File: src/rtl/core/wsa_pkg.sv
// ----------------------------------------------------------------------------
// wsa_pkg
// Shared types and constants for the wheel step accumulator.
// ----------------------------------------------------------------------------
package wsa_pkg;

  localparam int unsigned StepW      = 10;
  localparam int unsigned DivW       = 5;
  localparam int unsigned ClicksW    = 7;
  localparam int unsigned CoordW     = 16;
  localparam int unsigned DeltaW     = 11;
  localparam int unsigned AccW       = 17;
  localparam int unsigned ProdW      = ClicksW + StepW + 1;
  localparam int unsigned ThrW       = 15;
  localparam int unsigned CntW       = 5;
  localparam int unsigned CfgIdxW    = 1;
  localparam int unsigned CfgDataW   = 10;
  localparam int unsigned InDataW    = 40;
  localparam int unsigned OutDataW   = 48;

  localparam logic [StepW-1:0] StepReset = 10'd120;
  localparam logic [DivW-1:0]  DivReset  = 5'd1;

  localparam logic signed [ClicksW-1:0] ClicksMax = 7'sd32;
  localparam logic signed [ClicksW-1:0] ClicksMin = -7'sd32;

  localparam logic signed [AccW:0] AccMax = 18'sd65535;
  localparam logic signed [AccW:0] AccMin = -18'sd65536;

  localparam logic [CntW-1:0] CntLast = 5'd31;

  typedef enum logic [CfgIdxW-1:0] {
    CfgStepSize     = 1'b0,
    CfgScrollDiv    = 1'b1
  } cfg_idx_e;

  typedef enum logic [2:0] {
    StIdle,
    StMulUnits,
    StMulThr,
    StAcc,
    StCheck,
    StEmit
  } state_e;

endpackage

File: src/rtl/core/wheel_step_accumulator_unit.sv
// ----------------------------------------------------------------------------
// wheel_step_accumulator_unit
// Scales signed wheel clicks by the step size, accumulates them and emits
// fixed-size wheel events tagged with the pointer position.
// ----------------------------------------------------------------------------
// An item passes StMulUnits and StMulThr (one shared 7x11 multiplier), StAcc and
// StCheck; its events are built in StEmit and registered out. Throughput: one
// event per cycle while the output is not stalled; the input is held until an
// item's last event is emitted. Items with zero clicks or a zero step size are absorbed while idle.
// Reset: accumulator clears, step_size returns to 120, scroll_divisor to 1.
// ----------------------------------------------------------------------------
module wheel_step_accumulator_unit
  import wsa_pkg::*;
(
  input  logic                clk_i,
  input  logic                rst_ni,
  input  logic                cfg_we_i,
  input  logic [CfgIdxW-1:0]  cfg_idx_i,
  input  logic [CfgDataW-1:0] cfg_data_i,
  input  logic                s_axis_tvalid_i,
  output logic                s_axis_tready_o,
  // [6:0] wheel_clicks, [22:7] pointer_x, [38:23] pointer_y
  input  logic [InDataW-1:0]  s_axis_tdata_i,
  output logic                m_axis_tvalid_o,
  input  logic                m_axis_tready_i,
  // [10:0] wheel_delta, [26:11] event_x, [42:27] event_y
  output logic [OutDataW-1:0] m_axis_tdata_o,
  // last_event
  output logic                m_axis_tlast_o
);

  state_e state_q, state_d;

  logic [StepW-1:0]          step_q, step_d;
  logic [DivW-1:0]           div_q, div_d;
  logic signed [AccW-1:0]    acc_q, acc_d;
  logic signed [ClicksW-1:0] clicks_q, clicks_d;
  logic [CoordW-1:0]         px_q, px_d, py_q, py_d;
  logic signed [AccW-1:0]    units_q, units_d;
  logic [ThrW-1:0]           thr_q, thr_d;
  logic                      neg_q, neg_d;
  logic [CntW-1:0]           cnt_q, cnt_d;

  logic                      ovalid_q, ovalid_d;
  logic signed [DeltaW-1:0]  odelta_q, odelta_d;
  logic [CoordW-1:0]         ox_q, ox_d, oy_q, oy_d;
  logic                      olast_q, olast_d;

  logic signed [ClicksW-1:0] in_clicks, sat_clicks;
  logic [DivW-1:0]           div_eff;
  logic signed [ClicksW-1:0] mul_a;
  logic signed [StepW:0]     mul_b;
  logic signed [ProdW-1:0]   prod;
  logic signed [AccW:0]      acc_base, acc_sum, acc_x, thr_x, thr2_x;
  logic                      take, slot_free, fire, last_ev;

  assign in_clicks  = s_axis_tdata_i[ClicksW-1:0];
  assign sat_clicks = (in_clicks > ClicksMax) ? ClicksMax :
                      (in_clicks < ClicksMin) ? ClicksMin : in_clicks;
  assign div_eff    = (div_q == '0) ? DivW'(1) : div_q;

  assign mul_a = (state_q == StMulUnits) ? clicks_q : $signed({2'b00, div_eff});
  assign mul_b = $signed({1'b0, step_q});
  assign prod  = mul_a * mul_b;

  assign acc_x    = {acc_q[AccW-1], acc_q};
  assign thr_x    = $signed({{(AccW+1-ThrW){1'b0}}, thr_q});
  assign thr2_x   = $signed({{(AccW-ThrW){1'b0}}, thr_q, 1'b0});
  assign acc_base = (((acc_q > 0) && units_q[AccW-1]) ||
                     ((acc_q < 0) && (units_q > 0))) ? '0 : acc_x;
  assign acc_sum  = acc_base + {units_q[AccW-1], units_q};

  assign take      = s_axis_tvalid_i && s_axis_tready_o;
  assign slot_free = !ovalid_q || m_axis_tready_i;
  assign fire      = (state_q == StEmit) && slot_free;
  assign last_ev   = (cnt_q == CntLast) ||
                     (neg_q ? (acc_x > -thr2_x) : (acc_x < thr2_x));

  always_comb begin
    state_d = state_q;
    unique case (state_q)
      StIdle: begin
        if (take && (sat_clicks != '0) && (step_q != '0)) state_d = StMulUnits;
      end
      StMulUnits: state_d = StMulThr;
      StMulThr:   state_d = StAcc;
      StAcc:      state_d = StCheck;
      StCheck: begin
        if ((acc_x >= thr_x) || (acc_x <= -thr_x)) state_d = StEmit;
        else state_d = StIdle;
      end
      StEmit: begin
        if (fire && last_ev) state_d = StIdle;
      end
      default: state_d = StIdle;
    endcase
  end

  always_comb begin
    s_axis_tready_o = (state_q == StIdle);
    step_d   = step_q;
    div_d    = div_q;
    acc_d    = acc_q;
    clicks_d = clicks_q;
    px_d     = px_q;
    py_d     = py_q;
    units_d  = units_q;
    thr_d    = thr_q;
    neg_d    = neg_q;
    cnt_d    = cnt_q;
    ovalid_d = ovalid_q && !m_axis_tready_i;
    odelta_d = odelta_q;
    ox_d     = ox_q;
    oy_d     = oy_q;
    olast_d  = olast_q;
    if (cfg_we_i) begin
      unique case (cfg_idx_e'(cfg_idx_i))
        CfgStepSize:  step_d = cfg_data_i[StepW-1:0];
        CfgScrollDiv: div_d  = cfg_data_i[DivW-1:0];
        default:      step_d = step_q;
      endcase
    end
    unique case (state_q)
      StIdle: begin
        if (take) begin
          clicks_d = sat_clicks;
          px_d     = s_axis_tdata_i[ClicksW +: CoordW];
          py_d     = s_axis_tdata_i[ClicksW+CoordW +: CoordW];
        end
      end
      StMulUnits: units_d = prod[AccW-1:0];
      StMulThr:   thr_d   = prod[ThrW-1:0];
      StAcc: begin
        if (acc_sum > AccMax)      acc_d = AccMax[AccW-1:0];
        else if (acc_sum < AccMin) acc_d = AccMin[AccW-1:0];
        else                       acc_d = acc_sum[AccW-1:0];
      end
      StCheck: begin
        neg_d = (acc_x < thr_x);
        cnt_d = '0;
      end
      StEmit: begin
        if (fire) begin
          acc_d    = neg_q ? (acc_q + AccW'(thr_q)) : (acc_q - AccW'(thr_q));
          cnt_d    = cnt_q + CntW'(1);
          ovalid_d = 1'b1;
          odelta_d = neg_q ? -$signed({1'b0, step_q}) : $signed({1'b0, step_q});
          ox_d     = px_q;
          oy_d     = py_q;
          olast_d  = last_ev;
        end
      end
      default: cnt_d = cnt_q;
    endcase
  end

  always_ff @(posedge clk_i or negedge rst_ni) begin
    if (!rst_ni) begin
      state_q  <= StIdle;
      step_q   <= StepReset;
      div_q    <= DivReset;
      acc_q    <= '0;
      ovalid_q <= 1'b0;
      neg_q    <= 1'b0;
      cnt_q    <= '0;
    end else begin
      state_q  <= state_d;
      step_q   <= step_d;
      div_q    <= div_d;
      acc_q    <= acc_d;
      ovalid_q <= ovalid_d;
      neg_q    <= neg_d;
      cnt_q    <= cnt_d;
    end
  end

  always_ff @(posedge clk_i) begin
    clicks_q <= clicks_d;
    px_q     <= px_d;
    py_q     <= py_d;
    units_q  <= units_d;
    thr_q    <= thr_d;
    odelta_q <= odelta_d;
    ox_q     <= ox_d;
    oy_q     <= oy_d;
    olast_q  <= olast_d;
  end

  assign m_axis_tvalid_o = ovalid_q;
  assign m_axis_tdata_o  = {{(OutDataW-DeltaW-2*CoordW){1'b0}}, oy_q, ox_q, odelta_q};
  assign m_axis_tlast_o  = olast_q;

endmodule

File: config.mk
export PLATFORM = sky130hd
export DESIGN_NAME = wheel_step_accumulator_unit
export DESIGN_NICKNAME = d
export VERILOG_FILES = /design/src/rtl/core/wsa_pkg.sv /design/src/rtl/core/wheel_step_accumulator_unit.sv
export SDC_FILE = /design/constraint.sdc
export NUM_CORES = 1
export LEC_CHECK = 0
export ABC_AREA = 1
export BUFFER_PORTS_ARGS = -buffer_cell sky130_fd_sc_hd__buf_2
export CAP_MARGIN = 20
export CORE_MARGIN = 2
export CORE_UTILIZATION = 25
export CTS_CLUSTER_SIZE = 40
export DETAILED_ROUTE_END_ITERATION = 10
export PLACE_DENSITY_LB_ADDON = 0.1
export SLEW_MARGIN = 10
export SYNTH_ARGS = -nofsm -noshare
export SYNTH_HDL_FRONTEND = slang
export SYNTH_SLANG_ARGS = --single-unit
File: constraint.sdc
create_clock -name clk_i -period 6.39 [get_ports clk_i]
set_clock_uncertainty 0.05 [all_clocks]
set_input_delay 0 -clock clk_i [delete_from_list [all_inputs] [get_ports clk_i]]
set_output_delay 0 -clock clk_i [all_outputs]
set_load 0.02 [all_outputs]
; After elaboration in Yosys (flattened, before gate mapping)
; Index checks and enable logic that the tools add are counted.
; W data, S select, Z words.
[word_totals]
regBits = 157
ramBits = 0
output_inout_bits = 51
latch_bits = 0
mem_count = 0
wordCells = 94
rom_bits = 0
input_bits = 56
[classes]
bitwise = 1
n_addsub = 7
n_lt_le_gt_ge = 12
eq_ne = 9
mul = 1
div_mod_pow = 0
reduce_logical = 27
n_mux = 20
n_shift = 0
[op_table]
columns = cell, n
row1 = $mux W17, 4
row2 = $gt A17 B1 Y1 const B, 2
row3 = $pmux W17 S2, 1
row4 = $mux W7, 3
row5 = $add A18 B18 Y18, 1
row6 = $gt A17 B18 Y1, 1
row7 = $gt A18 B17 Y1 const B, 1
row8 = $le A17 B18 Y1, 1
row9 = $lt A18 B17 Y1 const B, 1
row10 = $mux W18, 1
row11 = $neg A15 Y18, 1
row12 = $neg A16 Y18, 1
row13 = $pmux W3 S6, 1
row14 = $add A17 B15 Y17, 1
row15 = $ge A17 B16 Y1, 1
row16 = $lt A17 B1 Y1 const B, 1
row17 = $lt A17 B16 Y1, 1
row18 = $lt A17 B17 Y1, 1
row19 = $mul A7 B11 Y17, 1
row20 = $sub A17 B15 Y17, 1
row21 = $reduce_and A2 Y1, 7
row22 = $neg A10 Y11, 1
row23 = $mux W10, 1
row24 = $mux W5, 2
row25 = other kinds (21), 40

; Depth between registers and ports, before layout
; Gate-level depths: netlist of the first run.
[logic_depth]
word_depth = 9
ltp_mapped = 27
mapped_depth_nobuf = 26

; Worst setup path after synthesis of the first run
; OpenSTA, ideal clock, no wires.
[synth_path]
path_type = register to register
start = register state_q[0]
end = register units_q[15] (data pin)
n_path_buf = 0
arrival_time_ps = 4784
slack_ps = 1291
path_stages_with_launch = 21
cell_sequence = dfrtp_1 inv_2 nor2_1 nand2_1 inv_1 nand2_1 clkinv_1 nand2_1 fa_1 fa_1 fa_1 inv_1 fa_1 ha_1 nand3_1 nand3_1 a21oi_1 o21ai_0 a21oi_1 o21ai_0 xor2_1
[synth_via]
elab_chain_len = 3
[synth_rtl]
columns = item, line
row1 = "start, declared", wheel_step_accumulator_unit.sv:32  ; state_e state_q, state_d;
row2 = "start signal, assigned", wheel_step_accumulator_unit.sv:159  ; state_q <= StIdle;
row3 = "start signal, assigned", wheel_step_accumulator_unit.sv:167  ; state_q <= state_d;
row4 = $eq A3 B1 Y1, wheel_step_accumulator_unit.sv:62  ; assign mul_a = (state_q == StMulUnits) ? clicks_q : $signed({2'b00, div_eff});
row5 = $mux W7, wheel_step_accumulator_unit.sv:62
row6 = $mul A7 B11 Y17, wheel_step_accumulator_unit.sv:64  ; assign prod = mul_a * mul_b;
row7 = named net prod[15], wheel_step_accumulator_unit.sv:53  ; logic signed [ProdW-1:0] prod;
row8 = "end signal, assigned", wheel_step_accumulator_unit.sv:181  ; units_q <= units_d;
row9 = "end, declared", wheel_step_accumulator_unit.sv:39  ; logic signed [AccW-1:0] units_q, units_d;
; The timed path passes the listed nets, and every way through them passes these cells.
; A chain may end at the register's enable or synchronous reset.

; Final worst setup path of the first run
[layout_path]
start = register state_q[1]
end = register units_q[15] (data pin)
; The elaborated chain is that of the path after synthesis.

==> flow_metrics.env, run 1 <==
export IMPL_final_max_slew_violation_count=0
export IMPL_avgViaCountPerCell=4.399
export IMPL_finalSetupViolations=0
export IMPL_numPortBuffers=100
export IMPL_io_pins=107
export IMPL_syn_area_um2=11980
export IMPL_reg2reg_slack_ps=840
export IMPL_holdBufCountCts=57
export IMPL_fillers=5050
export IMPL_synth_top_area_share_pct=28.82
export IMPL_ys_dominant_reg_cell="sky130_fd_sc_hd__edfxtp_1"
export IMPL_cts_tree="built"
export IMPL_wire_per_inst_um=16.44
export IMPL_ys_seq_area_share_pct=37.64
export IMPL_synth_top_cell_by_area="sky130_fd_sc_hd__edfxtp_1"
export IMPL_grt_overflow_total=0
export IMPL_setup_tns_final_ps=0
export IMPL_period_needed_ps=5548
export IMPL_cts_clk_slew_worst_paths_ps=70
export IMPL_total_drc_errors_in_the_routed_layout=0
export IMPL_antenna_violating_nets_post_route=0
export IMPL_std_cell_rows=80
export IMPL_diodes=0
export IMPL_route_vias_total=9493
export IMPL_final_period_utilization_pct=86.83
export IMPL_detail_route_wirelength_mm=35.47
export IMPL_capturing_point_of_the_worst_reg2reg_path="units_q[15]"
export IMPL_netlist_cell_type_count=55
export IMPL_hpwlAfterDp_mm=28.35
export IMPL_grt_start_max_net_pins=50
export IMPL_antenna_violations_before_repair=0
export IMPL_cp_endpoint_kind="flip-flop"
export IMPL_drive_above_1_share_pct=13.16
export IMPL_globalRouteTotalUtil_pct=14.79
export IMPL_timing_critical_path_arrival_ps=5690
export IMPL_synthTopCellsByArea="sky130_fd_sc_hd__edfxtp_1, sky130_fd_sc_hd__ha_1, sky130_fd_sc_hd__nand2_1"
export IMPL_cts_resized=0
export IMPL_async_flop_share_pct=26.75
export IMPL_worst_slew_margin_rel_pct=50.61
export IMPL_tightest_slew_ps=736.0
export IMPL_post_cts_setup_bufs=0
export IMPL_final_seq_area_um2=4511
export IMPL_skew_pair_late_insertion_delay_ps=460
export IMPL_core_um2=47550
export IMPL_die_area_um2=49700
export IMPL_via_count_of_the_first_global_routing_pass=9820
export IMPL_initial_core_util_pct=25.21
export IMPL_grt_pass1_wl_mm=56.41
export IMPL_run_status="finished, final reports clean"
export IMPL_synthesis_area_per_instance_um2=8.792
export IMPL_initialDrtViolationCount=474
export IMPL_ctsHtreeMaxLevel=4
export IMPL_final_hold_viol_count=0
export IMPL_start_kind="flip-flop"
export IMPL_final_nets=1768
export IMPL_crit_required_ps=6540
export IMPL_maximum_operating_frequency_ghz=0.1802
export IMPL_synthToLayoutAreaGrowth_pct=19.97
export IMPL_synth_edff_count=115
export IMPL_cts_bufs_inserted=17
export IMPL_netlist_instances=1363
export IMPL_critical_path_peak_fanout=12
export IMPL_clkSinkCount=157
export IMPL_worstHoldPathType="in -> async"
export IMPL_r2r_worst_path_cells=19
export IMPL_synth_warning_count=0
export IMPL_clk_buf_depth=2
export IMPL_total_of_max_cap_violations=0
export IMPL_detail_route_first_pass_iterations=5
export IMPL_r2r_start="state_q[1]"
export IMPL_die_x_um=222.9
export IMPL_die_h_um=222.9
export IMPL_synth_seq_cells=157
export IMPL_crit_type="reg -> reg"
export IMPL_finalWeightedCongestion=0.8170
export IMPL_multi_input_area_um2=6649
export IMPL_rsz_0062_raised_after_global_routing="false"
export IMPL_root_cell_of_the_clock_tree="sky130_fd_sc_hd__clkbuf_16"
[metal layers]
metal,part of all wire (%),up-vias,GRT usage (%)
met2,50,107,25.79
met4,1.2,0,3.399
met3,2.3,24,2.397
li1,-,4874,-
met5,0,-,0
met1,47,4488,19.18
[registers in the layout, indices dropped and copies added (netlist names), 3 cells and up]
| register | cells |
|---|---|
| thr_q | 15 |
| oy_q | 16 |
| acc_q | 17 |
| cnt_q | 5 |
| ox_q | 16 |
| units_q | 17 |
| div_q | 5 |
| clicks_q | 7 |
| px_q | 16 |
| state_q | 3 |
| step_q | 10 |
| odelta_q | 11 |
| py_q | 16 |
[worst max-delay path: stages (launching register included)]
cell,delay (ps)
sky130_fd_sc_hd__dfrtp_1,450
sky130_fd_sc_hd__inv_1,90
sky130_fd_sc_hd__nand2_1,270
sky130_fd_sc_hd__inv_1,140
sky130_fd_sc_hd__nand2_1,250
sky130_fd_sc_hd__clkinv_1,330
sky130_fd_sc_hd__nand2_1,190
sky130_fd_sc_hd__fa_1,430
sky130_fd_sc_hd__fa_1,540
sky130_fd_sc_hd__inv_1,50
sky130_fd_sc_hd__fa_1,500
sky130_fd_sc_hd__fa_1,490
sky130_fd_sc_hd__ha_1,390
sky130_fd_sc_hd__a21oi_1,160
sky130_fd_sc_hd__o21ai_0,90
sky130_fd_sc_hd__a21oi_1,240
sky130_fd_sc_hd__o21ai_0,180
sky130_fd_sc_hd__a21oi_1,160
sky130_fd_sc_hd__o21ai_0,100
sky130_fd_sc_hd__xor2_1,150
[how the worst max path moves through the flow]
stage	start	to	slack (ps)
floorplan	state_q[0]	units_q[15]	1290
global placement	state_q[0]	units_q[15]	780
detailed placement	state_q[1]	units_q[15]	750
CTS	state_q[1]	units_q[15]	740
global route	state_q[1]	units_q[15]	420
finish	state_q[1]	units_q[15]	840
[metrics by stage]
stage	instance area [um2]	utilization [%]	setup slack (ps)	hold WS, ps	std cells
finish	14380	30.24	841.8	120.7	2158
floorplan	12000	-	1291	-345.6	1367
global route	14380	30.24	415.5	172.6	2158
CTS	14380	30.24	744.3	123.3	2158
detailed placement	13230	27.82	754.6	99.81	2069
global placement	13230	27.82	777.9	93.83	2069
[cells in the final DEF, fill, tap and decap left out, types with 17 or more instances in the layout]
master | Yosys | routed
sky130_fd_sc_hd__nand3_1 | 33 | 33
sky130_fd_sc_hd__nand4_1 | 20 | 20
sky130_fd_sc_hd__edfxtp_1 | 115 | 115
sky130_fd_sc_hd__inv_1 | 177 | 177
sky130_fd_sc_hd__buf_2 | 4 | 100
sky130_fd_sc_hd__clkbuf_16 | 0 | 17
sky130_fd_sc_hd__nor2_1 | 156 | 155
sky130_fd_sc_hd__dfrtp_1 | 37 | 37
sky130_fd_sc_hd__ha_1 | 140 | 140
sky130_fd_sc_hd__a21oi_1 | 91 | 91
sky130_fd_sc_hd__xor2_1 | 42 | 42
sky130_fd_sc_hd__fa_1 | 42 | 42
sky130_fd_sc_hd__o21ai_0 | 64 | 64
sky130_fd_sc_hd__nand2_1 | 268 | 268
sky130_fd_sc_hd__dlygate4sd3_1 | 0 | 57
[cell type report]
type / instances / share of cell area [%]
multi-input cells: 997 / 46.25
repair buffers: 169 / 8.076
well taps: 615 / 5.352
flip-flops and latches: 157 / 31.37
clock buffers: 17 / 2.959
inverters: 188 / 4.908
clock inverters: 15 / 1.088
[cells in the mapped netlist, types with 2 or more instances]
library cell and instances:
sky130_fd_sc_hd__nor2_2 5, sky130_fd_sc_hd__ha_1 140, sky130_fd_sc_hd__clkbuf_1 13, sky130_fd_sc_hd__a21oi_1 91
sky130_fd_sc_hd__nand2_2 15, sky130_fd_sc_hd__inv_2 8, sky130_fd_sc_hd__nand2_1 268, sky130_fd_sc_hd__a21o_1 7
sky130_fd_sc_hd__a31oi_1 8, sky130_fd_sc_hd__nand4_1 20, sky130_fd_sc_hd__buf_4 7, sky130_fd_sc_hd__clkinv_1 3
sky130_fd_sc_hd__nor4_1 11, sky130_fd_sc_hd__xnor2_1 9, sky130_fd_sc_hd__o21bai_1 2, sky130_fd_sc_hd__xor2_1 42
sky130_fd_sc_hd__a211oi_1 2, sky130_fd_sc_hd__nor3_2 3, sky130_fd_sc_hd__o21ai_0 64, sky130_fd_sc_hd__nand3_1 33
sky130_fd_sc_hd__fa_1 42, sky130_fd_sc_hd__nor2_1 156, sky130_fd_sc_hd__or2_2 2, sky130_fd_sc_hd__o2111ai_1 2
sky130_fd_sc_hd__nor3_1 16, sky130_fd_sc_hd__a22o_1 2, sky130_fd_sc_hd__o21a_1 3, sky130_fd_sc_hd__edfxtp_1 115
sky130_fd_sc_hd__dfstp_2 5, sky130_fd_sc_hd__dfrtp_1 37, sky130_fd_sc_hd__nand3b_1 6, sky130_fd_sc_hd__nand3_2 5
sky130_fd_sc_hd__inv_1 177, sky130_fd_sc_hd__a21oi_2 9, sky130_fd_sc_hd__o21ai_1 10, sky130_fd_sc_hd__buf_2 4
sky130_fd_sc_hd__o31ai_1 3
[cells by family after synthesis]
kind of cell / share of synthesized area (%)
and+or+nand+nor: 19.72
AOI/OAI and AO/OA: 10.18
buffers and inverters: 7.068
xor gates and xnor gates: 3.727
adders and majority gates: 21.63
DFF: 37.64
other: 0.03129
Power of run 1 is left out: the tool's default activity adds up to more than one toggle a clock period on the data nets, which glitch-free logic cannot reach.
==> inputs of run 2 (changes only) <==
- PLACE_DENSITY: not set -> 0.47
- PLACE_DENSITY_LB_ADDON: 0.1 -> not set
==> flow_metrics.env, run 2 (synthesis results as in run 1) <==
export IMPL_reg2reg_slack_ps=880
export IMPL_globalRouteTotalUtil_pct=13.39
export IMPL_r2r_worst_path_cells=19
export IMPL_crit_type="reg -> reg"
export IMPL_maximum_operating_frequency_ghz=0.1814
export IMPL_worstPathCellList="inv_1, nand2_1, inv_1, nand2_1, clkinv_1, nand2_1, fa_1, fa_1, fa_1, inv_1, fa_1, ha_1, nand3_1, nand3_1, a21oi_1, o21ai_0, a21oi_1, o21ai_0, xor2_1"
export IMPL_grt_pass1_wl_mm=52.63
export IMPL_grt_start_max_net_pins=50
export IMPL_initial_core_util_pct=25.21
export IMPL_worst_slew_margin_rel_pct=51.08
export IMPL_diodes=0
export IMPL_cts_tree="built"
export IMPL_io_pins=107
export IMPL_numPortBuffers=100
export IMPL_route_vias_total=9600
export IMPL_post_cts_setup_bufs=0
export IMPL_most_common_layout_cells="sky130_fd_sc_hd__nand2_1, sky130_fd_sc_hd__inv_1, sky130_fd_sc_hd__nor2_1"
export IMPL_cts_clk_slew_worst_paths_ps=70
export IMPL_clk_buf_depth=2
export IMPL_final_max_slew_violation_count=0
export IMPL_worstHoldPathType="in -> reg"
export IMPL_period_needed_ps=5513
export IMPL_min_from="s_axis_tvalid_i"
export IMPL_die_area_um2=49700
export IMPL_max_stage_delay_ps=540
export IMPL_std_cell_rows=80
export IMPL_run_status="finished, final reports clean"
export IMPL_skew_pair_late_insertion_delay_ps=440
export IMPL_crit_required_ps=6520
export IMPL_setup_tns_final_ps=0
export IMPL_leading_registers_by_flop_count="acc_q (17), units_q (17)"
export IMPL_multi_input_area_um2=6649
export IMPL_via_count_of_the_first_global_routing_pass=9687
export IMPL_antenna_violations_before_repair=0
export IMPL_start_kind="flip-flop"
export IMPL_critical_path_peak_fanout=12
export IMPL_ctsHtreeMaxLevel=4
export IMPL_hpwlAfterDp_mm=25.57
export IMPL_wire_per_inst_um=15.00
export IMPL_total_of_max_cap_violations=0
export IMPL_detail_route_first_pass_iterations=5
export IMPL_finalSetupViolations=0
export IMPL_final_period_utilization_pct=86.27
export IMPL_capturing_point_of_the_worst_reg2reg_path="units_q[15]"
export IMPL_rsz_0062_raised_after_global_routing="false"
export IMPL_die_x_um=222.9
export IMPL_die_h_um=222.9
export IMPL_clkSinkCount=157
export IMPL_final_seq_area_um2=4511
export IMPL_core_um2=47550
export IMPL_finalWeightedCongestion=0.8628
export IMPL_timing_critical_path_mode_cell="sky130_fd_sc_hd__fa_1"
export IMPL_cts_resized=0
export IMPL_fillers=4955
export IMPL_synthToLayoutAreaGrowth_pct=20.36
export IMPL_grt_overflow_total=0
export IMPL_initialDrtViolationCount=554
export IMPL_root_cell_of_the_clock_tree="sky130_fd_sc_hd__clkbuf_16"
export IMPL_holdBufCountCts=57
export IMPL_final_nets=1769
export IMPL_total_drc_errors_in_the_routed_layout=0
export IMPL_detail_route_wirelength_mm=32.39
export IMPL_cp_endpoint_kind="flip-flop"
export IMPL_timing_critical_path_arrival_ps=5640
export IMPL_avgViaCountPerCell=4.447
export IMPL_min_delay_worst_endpoint="clicks_q[6]"
export IMPL_critical_path_slowest_cell="sky130_fd_sc_hd__fa_1"
export IMPL_r2r_start="state_q[1]"
export IMPL_most_common_library_cell_in_the_layout_ignoring_fill_and_taps="sky130_fd_sc_hd__nand2_1"
export IMPL_cts_bufs_inserted=17
export IMPL_final_hold_viol_count=0
export IMPL_antenna_violating_nets_post_route=0
export IMPL_drive_above_1_share_pct=13.02
export IMPL_tightest_slew_ps=733.9
export IMPL_instance_count_along_the_most_critical_hold_path=3
-- run 2: cell count changes in the layout (fill, tap and decap cells not counted) --
cell / previous run / this run
sky130_fd_sc_hd__clkbuf_1: 0 / 2
sky130_fd_sc_hd__inv_6: 3 / 1
sky130_fd_sc_hd__buf_4: 12 / 10
sky130_fd_sc_hd__clkinv_2: 1 / 0
sky130_fd_sc_hd__bufinv_16: 1 / 2
sky130_fd_sc_hd__dlygate4sd3_1: 57 / 58
sky130_fd_sc_hd__buf_12: 0 / 2
sky130_fd_sc_hd__inv_8: 3 / 2
sky130_fd_sc_hd__clkinvlp_4: 2 / 3
-- run 2: cell type report --
class / count / share of cell area [%]
multi-input cells: 997 / 46.10
flip-flops and latches: 157 / 31.27
well taps: 615 / 5.335
inverters: 188 / 4.892
repair buffers: 170 / 8.293
clock inverters: 13 / 1.110
clock buffers: 19 / 3.001
-- run 2: through the flow --
| step | hold slack (ps) | util (%) | setup slack [ps] | cell area [um2] | cells |
|---|---|---|---|---|---|
| finish | 23.34 | 30.34 | 877.4 | 14420 | 2159 |
| global route | 46.19 | 30.34 | 474.9 | 14420 | 2159 |
| floorplan | -345.6 | - | 1291 | 12000 | 1367 |
| global placement | 126.3 | 27.78 | 956.9 | 13210 | 2067 |
| detailed placement | 128.1 | 27.78 | 893.7 | 13210 | 2067 |
| CTS | 183.4 | 30.23 | 883.9 | 14370 | 2156 |
-- run 2: critical path: cells and delay by family (launching register included) --
kind                       cells  cell delay [ps]
AOI/OAI and AO/OA              4              740
and+or+nand+nor                5              930
buffers and inverters          4              590
adders and majority gates      5             2350
DFF                            1              450
xor gates and xnor gates       1              150
-- run 2: layer usage --
layer | global-route usage, % | vias to the layer above | wire length [um]
met5 | 0 | - | 0
met4 | 2.381 | 0 | 335
met3 | 2.094 | 19 | 918
met2 | 22.01 | 152 | 15050
met1 | 18.74 | 4547 | 16090
li1 | - | 4882 | -
-- run 2: worst max path at each step --
stage	start	end	cells past startpoint
finish	state_q[1]	units_q[15]	19
global placement	state_q[0]	units_q[15]	20
CTS	state_q[1]	thr_q[12]	20
detailed placement	state_q[1]	units_q[12]	20
floorplan	state_q[0]	units_q[15]	20
global route	state_q[1]	units_q[12]	20
Power of run 2 is left out for the same reason.
